==> config.mk <==
export PLATFORM = sky130hd
export DESIGN_NAME = crc16_packet_deframer
export DESIGN_NICKNAME = d
export VERILOG_FILES = /design/src/cpd_pkg.sv /design/src/cpd_cfg_regs.sv /design/src/cpd_frame_fsm.sv /design/src/crc16_packet_deframer.sv
export SDC_FILE = /design/constraint.sdc
export NUM_CORES = 1
export LEC_CHECK = 0
export BUFFER_PORTS_ARGS = -buffer_cell sky130_fd_sc_hd__clkbuf_2
export CORE_UTILIZATION = 45
export CTS_CLUSTER_DIAMETER = 100
export DETAILED_ROUTE_END_ITERATION = 16
export PLACE_DENSITY_LB_ADDON = 0.12
export SYNTH_ARGS = -nofsm -noshare
export SYNTH_HDL_FRONTEND = slang
export SYNTH_SLANG_ARGS = --single-unit
==> constraint.sdc <==
create_clock -name clk -period 9.8 [get_ports clk]
set_clock_uncertainty 0.15 [all_clocks]
set_input_delay 1.96 -clock clk [delete_from_list [all_inputs] [get_ports clk]]
set_output_delay 1.96 -clock clk [all_outputs]
set_load 0.01 [all_outputs]
==> src/cpd_pkg.sv <==
`timescale 1ns / 1ps
// Package for the CRC-16 packet deframer: transaction structs, codes,
// reset values and the byte-wide CRC-16/MODBUS update. No dependencies.
package cpd_pkg;

	localparam logic [15:0] CRC_INIT = 16'hFFFF;
	localparam logic [15:0] CRC_POLY = 16'hA001;

	localparam logic [7:0]  SYNC_FIRST_RST  = 8'hAA;
	localparam logic [7:0]  SYNC_SECOND_RST = 8'h55;
	localparam logic [15:0] MAX_LEN_RST     = 16'd240;

	localparam int CFG_INDEX_W = 2;
	localparam int CFG_DATA_W  = 16;

	typedef enum logic [CFG_INDEX_W-1:0] {
		REG_SYNC_FIRST  = 2'd0,
		REG_SYNC_SECOND = 2'd1,
		REG_MAX_LENGTH  = 2'd2
	} cpd_reg_t;

	typedef enum logic [2:0] {
		PH_HUNT  = 3'd0,
		PH_SYNC2 = 3'd1,
		PH_SEQ   = 3'd2,
		PH_LEN   = 3'd3,
		PH_PAY   = 3'd4,
		PH_CRC   = 3'd5
	} cpd_phase_t;

	typedef enum logic [1:0] {
		ST_GOOD    = 2'd0,
		ST_CRC_BAD = 2'd1,
		ST_LEN_BAD = 2'd2
	} cpd_status_t;

	localparam logic ACT_BYTE    = 1'b0;
	localparam logic ACT_RESTART = 1'b1;

	typedef struct packed {
		logic       action;
		logic [7:0] rx_byte;
	} cpd_in_t;

	typedef struct packed {
		cpd_status_t frame_status;
		logic [31:0] frame_sequence;
		logic [15:0] frame_length;
		logic        sequence_gap;
		logic [15:0] received_check;
		logic [15:0] computed_check;
		logic [31:0] good_byte_total;
		logic [31:0] check_error_total;
		logic [31:0] gap_error_total;
	} cpd_out_t;

	typedef struct packed {
		logic [7:0]  sync_first;
		logic [7:0]  sync_second;
		logic [15:0] max_payload_length;
	} cpd_cfg_t;

	// Reflected CRC-16 over one byte, LSB first.
	function automatic logic [15:0] crc_byte(input logic [15:0] crc, input logic [7:0] b);
		logic [15:0] c;
		c = crc ^ {8'h00, b};
		for (int i = 0; i < 8; i++) begin
			if (c[0]) begin
				c = (c >> 1) ^ CRC_POLY;
			end else begin
				c = c >> 1;
			end
		end
		return c;
	endfunction

endpackage

==> src/cpd_cfg_regs.sv <==
`timescale 1ns / 1ps
// Configuration register file of the deframer: sync bytes and length limit.
// Depends on cpd_pkg.
module cpd_cfg_regs (
	input  logic                                 clk,
	input  logic                                 arst_n,
	input  logic                                 cfg_write,
	input  logic [cpd_pkg::CFG_INDEX_W-1:0]      cfg_index,
	input  logic [cpd_pkg::CFG_DATA_W-1:0]       cfg_data,
	output cpd_pkg::cpd_cfg_t                    cfg
);

	cpd_pkg::cpd_cfg_t cfg_q;

	always_ff @(posedge clk or negedge arst_n) begin
		if (!arst_n) begin
			cfg_q.sync_first         <= cpd_pkg::SYNC_FIRST_RST;
			cfg_q.sync_second        <= cpd_pkg::SYNC_SECOND_RST;
			cfg_q.max_payload_length <= cpd_pkg::MAX_LEN_RST;
		end else if (cfg_write) begin
			case (cfg_index)
				cpd_pkg::REG_SYNC_FIRST: begin
					cfg_q.sync_first <= cfg_data[7:0];
				end
				cpd_pkg::REG_SYNC_SECOND: begin
					cfg_q.sync_second <= cfg_data[7:0];
				end
				cpd_pkg::REG_MAX_LENGTH: begin
					cfg_q.max_payload_length <= cfg_data[15:0];
				end
				default: begin
					// unmapped index: ignored
				end
			endcase
		end
	end

	assign cfg = cfg_q;

endmodule

==> src/cpd_frame_fsm.sv <==
`timescale 1ns / 1ps
// Frame parser: sync hunt, header/payload/CRC fields, running CRC and the
// saturating counters. Produces at most one result per byte. Depends on cpd_pkg.
module cpd_frame_fsm #(
	parameter int COUNT_WIDTH = 32
) (
	input  logic              clk,
	input  logic              arst_n,
	input  logic              en,
	input  cpd_pkg::cpd_in_t  item,
	input  cpd_pkg::cpd_cfg_t cfg,
	output logic              res_valid,
	output cpd_pkg::cpd_out_t res
);

	cpd_pkg::cpd_phase_t phase_q, phase_d;
	logic [15:0]            pos_q, pos_d;
	logic [15:0]            crc_q, crc_d;
	logic [31:0]            seq_q, seq_d;
	logic [15:0]            len_q, len_d;
	logic [15:0]            carried_q, carried_d;
	logic [31:0]            exp_q, exp_d;
	logic                   expv_q, expv_d;
	logic [COUNT_WIDTH-1:0] good_q, good_d;
	logic [COUNT_WIDTH-1:0] cerr_q, cerr_d;
	logic [COUNT_WIDTH-1:0] gerr_q, gerr_d;

	logic [7:0]  b;
	logic [15:0] crc_upd;
	logic [31:0] seq_ins;
	logic [15:0] len_ins;
	logic [15:0] car_ins;
	logic [15:0] pos_inc;
	logic        gap;

	cpd_pkg::cpd_status_t res_status;
	logic        res_gap;
	logic [15:0] res_len;
	logic [15:0] res_rx;
	logic [15:0] res_comp;

	function automatic logic [COUNT_WIDTH-1:0] sat_add(
		input logic [COUNT_WIDTH-1:0] a,
		input logic [15:0]            inc
	);
		logic [COUNT_WIDTH:0] sum;
		sum = {1'b0, a} + (COUNT_WIDTH+1)'(inc);
		return sum[COUNT_WIDTH] ? '1 : sum[COUNT_WIDTH-1:0];
	endfunction

	function automatic logic [31:0] clamp32(input logic [COUNT_WIDTH-1:0] v);
		logic [63:0] w;
		w = 64'(v);
		return (|w[63:32]) ? 32'hFFFF_FFFF : w[31:0];
	endfunction

	assign b       = item.rx_byte;
	assign crc_upd = cpd_pkg::crc_byte(crc_q, b);
	assign seq_ins = seq_q | (32'(b) << {pos_q[1:0], 3'b000});
	assign len_ins = len_q | (16'(b) << {pos_q[0], 3'b000});
	assign car_ins = carried_q | (16'(b) << {pos_q[0], 3'b000});
	assign pos_inc = pos_q + 16'd1;
	assign gap     = expv_q && (seq_q != exp_q);

	always_ff @(posedge clk or negedge arst_n) begin
		if (!arst_n) begin
			phase_q   <= cpd_pkg::PH_HUNT;
			pos_q     <= '0;
			crc_q     <= cpd_pkg::CRC_INIT;
			seq_q     <= '0;
			len_q     <= '0;
			carried_q <= '0;
			exp_q     <= '0;
			expv_q    <= 1'b0;
			good_q    <= '0;
			cerr_q    <= '0;
			gerr_q    <= '0;
		end else begin
			phase_q   <= phase_d;
			pos_q     <= pos_d;
			crc_q     <= crc_d;
			seq_q     <= seq_d;
			len_q     <= len_d;
			carried_q <= carried_d;
			exp_q     <= exp_d;
			expv_q    <= expv_d;
			good_q    <= good_d;
			cerr_q    <= cerr_d;
			gerr_q    <= gerr_d;
		end
	end

	always_comb begin
		phase_d    = phase_q;
		pos_d      = pos_q;
		crc_d      = crc_q;
		seq_d      = seq_q;
		len_d      = len_q;
		carried_d  = carried_q;
		exp_d      = exp_q;
		expv_d     = expv_q;
		good_d     = good_q;
		cerr_d     = cerr_q;
		gerr_d     = gerr_q;
		res_valid  = 1'b0;
		res_status = cpd_pkg::ST_GOOD;
		res_gap    = 1'b0;
		res_len    = len_q;
		res_rx     = '0;
		res_comp   = crc_q;

		if (en) begin
			if (item.action == cpd_pkg::ACT_RESTART) begin
				phase_d   = cpd_pkg::PH_HUNT;
				pos_d     = '0;
				crc_d     = cpd_pkg::CRC_INIT;
				seq_d     = '0;
				len_d     = '0;
				carried_d = '0;
				exp_d     = '0;
				expv_d    = 1'b0;
				good_d    = '0;
				cerr_d    = '0;
				gerr_d    = '0;
			end else begin
				case (phase_q)
					cpd_pkg::PH_HUNT: begin
						if (b == cfg.sync_first) begin
							phase_d = cpd_pkg::PH_SYNC2;
						end
					end
					cpd_pkg::PH_SYNC2: begin
						if (b == cfg.sync_second) begin
							phase_d   = cpd_pkg::PH_SEQ;
							pos_d     = '0;
							crc_d     = cpd_pkg::CRC_INIT;
							seq_d     = '0;
							len_d     = '0;
							carried_d = '0;
						end else if (b != cfg.sync_first) begin
							phase_d = cpd_pkg::PH_HUNT;
						end
					end
					cpd_pkg::PH_SEQ: begin
						seq_d = seq_ins;
						crc_d = crc_upd;
						if (pos_q[1:0] == 2'd3) begin
							pos_d   = '0;
							phase_d = cpd_pkg::PH_LEN;
						end else begin
							pos_d = pos_inc;
						end
					end
					cpd_pkg::PH_LEN: begin
						len_d = len_ins;
						crc_d = crc_upd;
						if (!pos_q[0]) begin
							pos_d = pos_inc;
						end else if (len_ins == 16'd0 || len_ins > cfg.max_payload_length) begin
							// rejected length: report, then hunt from the next byte
							cerr_d     = sat_add(cerr_q, 16'd1);
							res_valid  = 1'b1;
							res_status = cpd_pkg::ST_LEN_BAD;
							res_len    = len_ins;
							res_comp   = crc_upd;
							phase_d    = cpd_pkg::PH_HUNT;
							pos_d      = '0;
							crc_d      = cpd_pkg::CRC_INIT;
							seq_d      = '0;
							len_d      = '0;
							carried_d  = '0;
						end else begin
							pos_d   = '0;
							phase_d = cpd_pkg::PH_PAY;
						end
					end
					cpd_pkg::PH_PAY: begin
						crc_d = crc_upd;
						if (pos_inc >= len_q) begin
							pos_d   = '0;
							phase_d = cpd_pkg::PH_CRC;
						end else begin
							pos_d = pos_inc;
						end
					end
					cpd_pkg::PH_CRC: begin
						carried_d = car_ins;
						if (!pos_q[0]) begin
							pos_d = pos_inc;
						end else begin
							res_valid = 1'b1;
							res_rx    = car_ins;
							if (car_ins != crc_q) begin
								cerr_d     = sat_add(cerr_q, 16'd1);
								res_status = cpd_pkg::ST_CRC_BAD;
							end else begin
								res_gap = gap;
								if (gap) begin
									gerr_d = sat_add(gerr_q, 16'd1);
								end
								exp_d  = seq_q + 32'd1;
								expv_d = 1'b1;
								good_d = sat_add(good_q, len_q);
							end
							phase_d   = cpd_pkg::PH_HUNT;
							pos_d     = '0;
							crc_d     = cpd_pkg::CRC_INIT;
							seq_d     = '0;
							len_d     = '0;
							carried_d = '0;
						end
					end
					default: begin
						phase_d   = cpd_pkg::PH_HUNT;
						pos_d     = '0;
						crc_d     = cpd_pkg::CRC_INIT;
						seq_d     = '0;
						len_d     = '0;
						carried_d = '0;
					end
				endcase
			end
		end
	end

	always_comb begin
		res.frame_status      = res_status;
		res.frame_sequence    = seq_q;
		res.frame_length      = res_len;
		res.sequence_gap      = res_gap;
		res.received_check    = res_rx;
		res.computed_check    = res_comp;
		res.good_byte_total   = clamp32(good_d);
		res.check_error_total = clamp32(cerr_d);
		res.gap_error_total   = clamp32(gerr_d);
	end

endmodule

==> src/crc16_packet_deframer.sv <==
`timescale 1ns / 1ps
// Top level of the sync/length/CRC-16 packet deframer: input register,
// frame parser, result register. Depends on cpd_pkg, cpd_cfg_regs, cpd_frame_fsm.
//
//  channel   | direction | handshake               | payload
//  ----------+-----------+-------------------------+---------------------------
//  byte      | in        | byte_valid / byte_stall | byte_item  (cpd_in_t)
//  frame     | out       | frame_valid/frame_stall | frame_result (cpd_out_t)
//  cfg       | in        | cfg_write               | cfg_index, cfg_data
//
// One byte transaction per cycle sustained unless a result is held under frame_stall.
// A byte waits in the input register until the parser consumes it; a result it
// causes is loaded into the result register at the edge that ends the cycle in
// which the parser consumes the byte, and frame_valid is driven from that register.
// The combinational path between registers is the byte-wide CRC update (eight
// unrolled steps) plus the header field compares.
// Reset (arst_n low) restores the default sync bytes and length limit, clears
// all counters and the sequence expectation, and starts in sync hunt.
// While a result sits in the result register under frame_stall, the parser
// holds; once the input register is also full, byte_stall goes high.
module crc16_packet_deframer #(
	parameter int COUNT_WIDTH = 32
) (
	input  logic                                  clk,
	input  logic                                  arst_n,
	// byte channel
	input  logic                                  byte_valid,
	output logic                                  byte_stall,
	input  cpd_pkg::cpd_in_t                      byte_item,
	// result channel
	output logic                                  frame_valid,
	input  logic                                  frame_stall,
	output cpd_pkg::cpd_out_t                     frame_result,
	// configuration write port
	input  logic                                  cfg_write,
	input  logic [cpd_pkg::CFG_INDEX_W-1:0]       cfg_index,
	input  logic [cpd_pkg::CFG_DATA_W-1:0]        cfg_data
);

	cpd_pkg::cpd_cfg_t cfg;

	// input register
	logic             valid_s1;
	cpd_pkg::cpd_in_t item_s1;

	// result register
	logic              out_valid_q;
	cpd_pkg::cpd_out_t out_q;

	logic              advance;
	logic              res_valid;
	cpd_pkg::cpd_out_t res;

	// Parser consumes the buffered byte whenever the result slot is free or
	// is being taken this cycle.
	assign advance    = valid_s1 && (!out_valid_q || !frame_stall);
	assign byte_stall = valid_s1 && !advance;

	cpd_cfg_regs u_cfg (
		.clk       (clk),
		.arst_n    (arst_n),
		.cfg_write (cfg_write),
		.cfg_index (cfg_index),
		.cfg_data  (cfg_data),
		.cfg       (cfg)
	);

	cpd_frame_fsm #(
		.COUNT_WIDTH (COUNT_WIDTH)
	) u_fsm (
		.clk       (clk),
		.arst_n    (arst_n),
		.en        (advance),
		.item      (item_s1),
		.cfg       (cfg),
		.res_valid (res_valid),
		.res       (res)
	);

	always_ff @(posedge clk or negedge arst_n) begin
		if (!arst_n) begin
			valid_s1 <= 1'b0;
		end else if (!byte_stall) begin
			valid_s1 <= byte_valid;
		end
	end

	// payload: no reset needed
	always_ff @(posedge clk) begin
		if (!byte_stall && byte_valid) begin
			item_s1 <= byte_item;
		end
	end

	always_ff @(posedge clk or negedge arst_n) begin
		if (!arst_n) begin
			out_valid_q <= 1'b0;
		end else if (advance && res_valid) begin
			out_valid_q <= 1'b1;
		end else if (!frame_stall) begin
			out_valid_q <= 1'b0;
		end
	end

	always_ff @(posedge clk) begin
		if (advance && res_valid) begin
			out_q <= res;
		end
	end

	assign frame_valid  = out_valid_q;
	assign frame_result = out_q;

	// byte_stall only when both stages are full and the output is blocked
	assert property (@(posedge clk) disable iff (!arst_n)
		byte_stall |-> (frame_valid && frame_stall && valid_s1))
		else $error("byte_stall without a blocked result register");

	// a gap is only ever flagged on a good frame
	assert property (@(posedge clk) disable iff (!arst_n)
		(frame_valid && frame_result.sequence_gap) |->
		(frame_result.frame_status == cpd_pkg::ST_GOOD))
		else $error("sequence gap on a rejected frame");

	// rejected length carries no received CRC
	assert property (@(posedge clk) disable iff (!arst_n)
		(frame_valid && frame_result.frame_status == cpd_pkg::ST_LEN_BAD) |->
		(frame_result.received_check == 16'd0))
		else $error("invalid-length result with nonzero received check");

	// a new result is loaded only into a free or draining result register
	assert property (@(posedge clk) disable iff (!arst_n)
		(advance && res_valid) |-> (!out_valid_q || !frame_stall))
		else $error("result overwrote a stalled transaction");

endmodule
==> results of run 1 <==
## registers in the layout, summed over array words and instances (netlist names), 3 cells and up
name / cells
u_fsm.carried_q: 16
frame_result: 179
item_s1: 9
u_fsm.good_q: 32
u_fsm.exp_q: 32
u_fsm.phase_q: 3
u_fsm.pos_q: 16
u_fsm.cerr_q: 32
u_fsm.crc_q: 16
u_fsm.len_q: 16
u_cfg.cfg: 32
u_fsm.seq_q: 32
u_fsm.gerr_q: 32
## critical path, stage by stage, from the launching register on
cell	delay [ns]
dfrtp_2	0.34
buf_4	0.58
nor2b_1	0.30
nor2_1	0.15
inv_1	0.09
ha_1	0.28
nand2_1	0.05
or4_1	0.50
a21o_1	0.17
a31oi_1	0.35
o21ai_1	0.19
nand2b_1	0.56
nand2_4	0.23
buf_12	0.58
## stage by stage
step / cells / power [uW] / hold WS, ns / worst slack (ns) / util, %
6_report: 2846 / 4420 / 0.349 / 4.46 / 52.2
5_1_grt: 2846 / 4610 / 0.374 / 4.24 / 52.2
4_1_cts: 2846 / 4460 / 0.353 / 4.59 / 52.2
3_5_place_dp: 2754 / 2670 / 0.340 / 4.60 / 49.0
3_3_place_gp: 2754 / 2670 / 0.333 / 4.67 / 49.0
2_1_floorplan: 2014 / 2500 / 0.273 / 1.76 / -
## cells in the mapped netlist, drive strengths merged (9+ instances only)
library cell    n
o211ai         23
o22a           21
buf            36
ha             55
inv            69
a311oi          9
o21a           10
dfstp          28
o2bb2ai         9
and2           16
a21o           13
nand2b         17
nor2b          29
edfxtp        188
and3           36
nor3           32
o21ai         123
nand4          36
xnor2          50
a22o           14
nand2         235
nand3          74
dfrtp         234
a211oi         11
nor2          144
xor2           86
a21oi         105
a31oi          37
mux2i          19
clkbuf         72
nor4           26
mux2           35
## power by group through the flow
stage / clock network, uW / registers (uW) / logic (uW)
after floorplan: 0 / 2140 / 362
after global placement: 0 / 2200 / 471
after detailed placement: 0 / 2200 / 475
after CTS: 1820 / 2160 / 478
after global routing: 1890 / 2180 / 535
final: 1780 / 2170 / 477
## metal layers
layer,track usage (%),vias to the layer above
met1,33.8,8129
li1,-,7675
met4,8.72,0
met2,38.4,493
met5,0,-
met3,3.93,113
## how the worst max path moves through the flow
| stage | start | end | slack [ns] | cells after the start |
|---|---|---|---|---|
| floorplan | u_fsm.pos_q[0] | frame_result[0] | 1.76 | 17 |
| global placement | frame_stall | frame_result[66] | 4.67 | 8 |
| detailed placement | u_fsm.pos_q[0] | frame_result[66] | 4.60 | 13 |
| CTS | u_fsm.pos_q[0] | frame_result[162] | 4.59 | 13 |
| global route | u_fsm.pos_q[0] | frame_result[75] | 4.24 | 13 |
| finish | u_fsm.pos_q[0] | frame_result[75] | 4.46 | 13 |
## layout make-up
cell class / count / area (um2)
sequential: 450 / 12200
multi-input combinational: 1387 / 8990
clock inverter: 27 / 180
tap: 615 / 769
fill: 4241 / 22900
clock buffer: 65 / 1350
inverter: 69 / 259
timing repair buffer: 233 / 1250
## cells by family after synthesis
| group | after synthesis | share of synthesized area [%] |
|---|---|---|
| buf+inv | 177 | 3.37 |
| mux | 54 | 2.66 |
| compound gates | 449 | 13.6 |
| simple gates | 692 | 15.9 |
| xor+xnor | 136 | 5.43 |
| flops | 450 | 55.8 |
| fa+ha+maj | 56 | 3.23 |
==> impl_metrics.py, run 1 <==
metrics = {
    "place": {
        "place_area_um2": 23500,
        "post-dp-hpwl_um": 41600,
        "portBuffers": 212,
        "globalplace.congestion": 0.894,
    },
    "floorplanning": {
        "io_pins": 213,
        "start_util_pct": 45.7,
        "rows": 80,
        "core_um2": 47900,
        "die_area_um2": 49600,
        "dieWidth_um": 223,
        "dieHeight_um": 223,
    },
    "route": {
        "drc": 0,
        "wl_per_cell_um": 21.3,
        "viasPerCell": 5.77,
        "drt-met1-wl_um": 26900,
        "wl_um": 60500,
        "via_count": 16400,
        "routed.top_layer": "met4",
        "drt.antenna.violating_nets": 0,
        "routed-wl-met3_um": 3230,
        "wl_met2_um": 28400,
        "dr.pass1.iters": 5,
        "drtIter0Drc": 1448,
    },
    "power_and_ir_drop": {
        "p_comb_share_pct": 10.8,
        "p_sw_share_pct": 26.8,
        "p_leak_uw": 0.0105,
        "clockPowerShare_pct": 40.2,
        "intPower_uw": 3240,
        "ir_worst_vdd_mv": 0.122,
        "switchingPower_uw": 1180,
        "power_density_nw_per_um2": 177,
        "seq_power_share_pct": 49.0,
    },
    "global_route": {
        "grt_usage_pct": 24.3,
        "antenna_found_initial": 0,
        "grt_overflow_total": 0,
        "grt_pass1_vias": 15700,
        "grt_max_degree": 180,
        "grt_pass1_wl_um": 92700,
    },
    "clocking": {
        "cts_buffers": 49,
        "cts_setup_buffers": 0,
        "cts_tree": "done",
        "cts-resized-gates": 0,
        "path_clk_slew_ns": 0.06,
        "cts.sinks": 450,
        "worstSkewPairLatency_ns": 0.59,
        "holdBufCountCts": 0,
        "clock_path_buffers": 3,
        "ctsHtreeMaxLevel": 2,
        "root_buffer": "clkbuf_16",
    },
    "worst_setup_path": {
        "critPathMaxFanout": 179,
        "critPathCaptureType": "register",
        "regToRegSetupSlack_ns": 4.46,
        "critPathRequiredTime_ns": 9.85,
        "reg2reg_to": "frame_result[75]",
        "crit_type": "reg2reg",
        "start_kind": "register",
        "rr_startpoint": "u_fsm.pos_q[0]",
        "critPathArrivalTime_ns": 5.39,
        "worstRegToRegCells": 13,
    },
    "logic_synthesis": {
        "synth_edf_count": 188,
        "synthArstFlopShare_pct": 58.2,
        "synth_top_area_share_pct": 26.7,
        "synth_nets": 2102,
        "postSynthAreaPerCell_um2": 10.9,
        "ys_warn_count": 0,
        "syn-cell-area_um2": 21900,
        "seq_area_frac_synth_pct": 55.8,
        "synth_cell_types": 90,
        "synth_area_leader_cell": "dfrtp_1",
        "synth_area_leaders": "dfrtp_1 (27%), edfxtp_1 (26%), nand2_1 (4.0%), xor2_1 (3.4%), dfstp_2 (3.4%)",
        "synthCells": 2014,
        "ys_seq_elements": 450,
        "ys.flop_type": "dfrtp_1",
    },
    "sta": {
        "tns_ns": 0,
        "hold_viol": 0,
        "rsz0062_at_grt": "no",
        "max_freq_ghz": 0.187,
        "period_needed_ns": 5.34,
        "timing.slew.headroom_pct": 16.6,
        "finalSetupViolations": 0,
        "tightest_slew_ns": 1.24,
        "slew_viol_final": 0,
        "fin_crit_sh_pct": 54.4,
    },
    "cells_and_area": {
        "antenna_cells": 0,
        "layout_commonest_cell": "nand2_1",
        "fin_nets": 2278,
        "final_cell_area_um2": 25000,
        "layout_common_cells": "nand2_1 (234), dfrtp_1 (233), clkbuf_2 (211)",
        "drive_above_1_share_pct": 18.8,
        "syn2layout_area_growth_pct": 14.2,
    },
    "worst_hold_path": {
        "hp-class": "reg2reg",
        "min_from": "u_fsm.good_q[7]",
        "hold_path_end": "u_fsm.good_q[7]",
        "worstHoldPathCells": 2,
    },
    "job": {
        "max-cap-violations": 0,
    },
    "outcome": {
        "status": "finished, final reports clean",
    },
}
Note: power is estimated with default switching activity, not from simulation.
==> run 2: changes to the inputs <==
--- a/config.mk
+++ b/config.mk
@@ -5,6 +5,7 @@
 export SDC_FILE = /design/constraint.sdc
 export NUM_CORES = 1
 export LEC_CHECK = 0
+export ABC_AREA = 1
 export BUFFER_PORTS_ARGS = -buffer_cell sky130_fd_sc_hd__clkbuf_2
 export CORE_UTILIZATION = 45
 export CTS_CLUSTER_DIAMETER = 100
==> constraint.sdc (replaced) <==
create_clock -name clk -period 4.4 [get_ports clk]
set_clock_uncertainty 0.15 [all_clocks]
set_input_delay 0.88 -clock clk [delete_from_list [all_inputs] [get_ports clk]]
set_output_delay 0.88 -clock clk [all_outputs]
set_load 0.01 [all_outputs]
==> impl_metrics.py, run 2 <==
metrics = {
    "outcome": {
        "status": "complete, but fails checks",
        "violations": "design-rule violations",
    },
    "route": {
        "dr.pass1.iters": 13,
        "drc": 12,
        "via_count": 20600,
        "drtIter0Drc": 1675,
        "wl_per_cell_um": 18.9,
        "wl_um": 72300,
        "drt.antenna.violating_nets": 0,
        "viasPerCell": 5.39,
    },
    "place": {
        "globalplace.congestion": 0.930,
        "post-dp-hpwl_um": 52800,
        "portBuffers": 212,
        "place_area_um2": 26100,
    },
    "sta": {
        "hold_viol": 0,
        "period_needed_ns": 4.04,
        "max_freq_ghz": 0.247,
        "tns_ns": 0,
        "timing.slew.headroom_pct": 31.5,
        "fin_crit_sh_pct": 91.9,
        "rsz0062_at_grt": "no",
        "finalSetupViolations": 0,
        "tightest_slew_ns": 1.03,
        "slew_viol_final": 0,
    },
    "cells_and_area": {
        "drive_above_1_share_pct": 13.7,
        "ff_latch_area_um2": 12200,
        "largest_reg_flops": 179,
        "syn2layout_area_growth_pct": 14.8,
        "final_cell_area_um2": 27900,
        "fin_nets": 3190,
        "antenna_cells": 0,
        "layout_commonest_cell": "nand2_1",
        "fill_cells": 5002,
        "multiInputGateArea_um2": 10200,
        "layout_common_cells": "nand2_1 (734), inv_1 (337), nor2_1 (244)",
    },
    "floorplanning": {
        "rows": 84,
        "dieHeight_um": 234,
        "dieWidth_um": 234,
        "core_um2": 52900,
        "io_pins": 213,
        "start_util_pct": 45.9,
        "die_area_um2": 54800,
    },
    "global_route": {
        "antenna_found_initial": 0,
        "grt_max_degree": 107,
        "grt_overflow_total": 0,
        "grt_usage_pct": 26.5,
        "grt_pass1_vias": 19700,
        "grt_pass1_wl_um": 112000,
    },
    "power_and_ir_drop": {
        "ir_worst_vdd_mv": 0.346,
        "p_leak_uw": 0.0125,
        "finalPower_uw": 12900,
        "power_density_nw_per_um2": 462,
    },
    "worst_setup_path": {
        "worstRegToRegCells": 18,
        "critPathCaptureType": "register",
        "path_common_cell": "nand2_1",
        "crit_chain": "nand2_2, inv_1, nor2_1, inv_1, ha_1, nand2_1, nor2_1, nand2_1, nor2_1, nand2_1, nand4_1, nand2_1, nand2_2, nand3_2, nor2_4, inv_2, nand2_8, buf_12",
        "critPathArrivalTime_ns": 4.13,
        "crit_type": "reg2reg",
        "regToRegSetupSlack_ns": 0.36,
        "rr_startpoint": "item_s1[3]",
        "slowest_delay_ns": 0.59,
        "crit_buf_inv": 4,
        "critPathRequiredTime_ns": 4.48,
        "start_kind": "register",
        "reg2reg_to": "frame_result[96]",
        "cp_slowest_cell": "edfxtp_1",
        "critPathMaxFanout": 106,
        "cpLargestDelayFamily": "simple AND/OR/NAND/NOR gates",
    },
    "logic_synthesis": {
        "synth_top_area_share_pct": 24.1,
        "synthTopCellsByCount": "nand2_1 (735), inv_1 (338), nor2_1 (246)",
        "synth_edf_count": 188,
        "synthCells": 2898,
        "synth_area_leader_cell": "dfrtp_1",
        "ys_warn_count": 0,
        "ys_seq_elements": 450,
        "postSynthAreaPerCell_um2": 8.37,
        "syn-cell-area_um2": 24300,
        "seq_area_frac_synth_pct": 50.5,
        "synth_area_leaders": "dfrtp_1 (24%), edfxtp_1 (23%), nand2_1 (11%), inv_1 (5.2%), nand3_1 (3.8%)",
        "synth.most_common_cell": "nand2_1",
        "synth_nets": 2986,
        "synthArstFlopShare_pct": 58.2,
        "synth_cell_types": 63,
        "ys.flop_type": "dfrtp_1",
    },
    "clocking": {
        "path_clk_slew_ns": 0.06,
        "cts_buffers": 49,
        "worstSkewPairLatency_ns": 0.61,
        "cts_setup_buffers": 0,
        "ctsHtreeMaxLevel": 2,
        "cts-resized-gates": 0,
        "holdBufCountCts": 0,
        "clock_path_buffers": 3,
        "cts_tree": "done",
        "cts.sinks": 450,
        "root_buffer": "clkbuf_16",
    },
    "job": {
        "max-cap-violations": 0,
    },
    "worst_hold_path": {
        "hp-class": "in2async",
    },
}
==> run 2: changes by cell type after synthesis, moves of 22 or more <==
cell	delta
a31oi_1	-32
and3_1	-34
inv_1	+270
mux2_2	-35
nand2_1	+500
nand3_1	+112
nand4_1	+23
nor2_1	+104
nor2b_1	-27
nor3_1	+47
o21a_1	+23
o21ai_0	+51
o21ai_1	+22
==> run 2: where the power goes <==
group	switching, uW	leakage [uW]	internal (uW)
logic	2120	0.00639	1010
registers	548	0.00525	4840
clock network	1800	0.000821	2550
==> run 2: logic make-up (layout without fill, tap and decap cells) <==
| kind of cell | Yosys count | after routing | synth area share (%) |
|---|---|---|---|
| buffers and inverters | 456 | 700 | 7.40 |
| adders and majority gates | 56 | 56 | 2.92 |
| and+or+nand+nor | 1377 | 1377 | 24.5 |
| AOI/OAI and AO/OA | 433 | 433 | 10.2 |
| xor gates and xnor gates | 126 | 126 | 4.55 |
| DFF | 450 | 450 | 50.5 |
==> run 2: metrics by stage <==
stage	hold slack [ns]	setup slack, ns	std cells	util (%)
final	0.106	0.357	3830	52.7
after global routing	0.145	0.0548	3830	52.7
after CTS	0.141	0.409	3830	52.7
after detailed placement	0.331	0.412	3739	49.4
after global placement	0.326	0.459	3739	49.4
after floorplan	0.273	0.0956	2898	-
==> run 2: per-layer routing <==
layer  vias to the layer above  track usage (%)  wire, um
met5                         -                0         0
met4                         0             7.71      1730
met3                       100             2.78      3800
met2                       610             41.7     33000
met1                      9934             38.6     33700
li1                       9985                -         -
==> run 2: area by class of cell <==
| cell class | count | area share, % |
|---|---|---|
| clock inverter | 25 | 1.25 |
| sequential | 450 | 43.9 |
| timing repair buffer | 261 | 5.35 |
| clock buffer | 66 | 4.88 |
| multi-input combinational | 1992 | 36.8 |
| tap | 688 | 3.09 |
| inverter | 348 | 4.69 |
==> run 2: how the worst max path moves through the flow <==
stage,startpoint,endpoint,slack [ns],cells after the start
4_1_cts,item_s1[3],frame_result[119],0.41,18
6_report,item_s1[3],frame_result[96],0.36,18
5_1_grt,u_fsm.pos_q[0],u_fsm.phase_q[2],0.05,20
2_1_floorplan,frame_stall,frame_result[0],0.1,10
3_5_place_dp,item_s1[3],frame_result[140],0.41,18
3_3_place_gp,item_s1[3],u_fsm.len_q[3],0.46,17
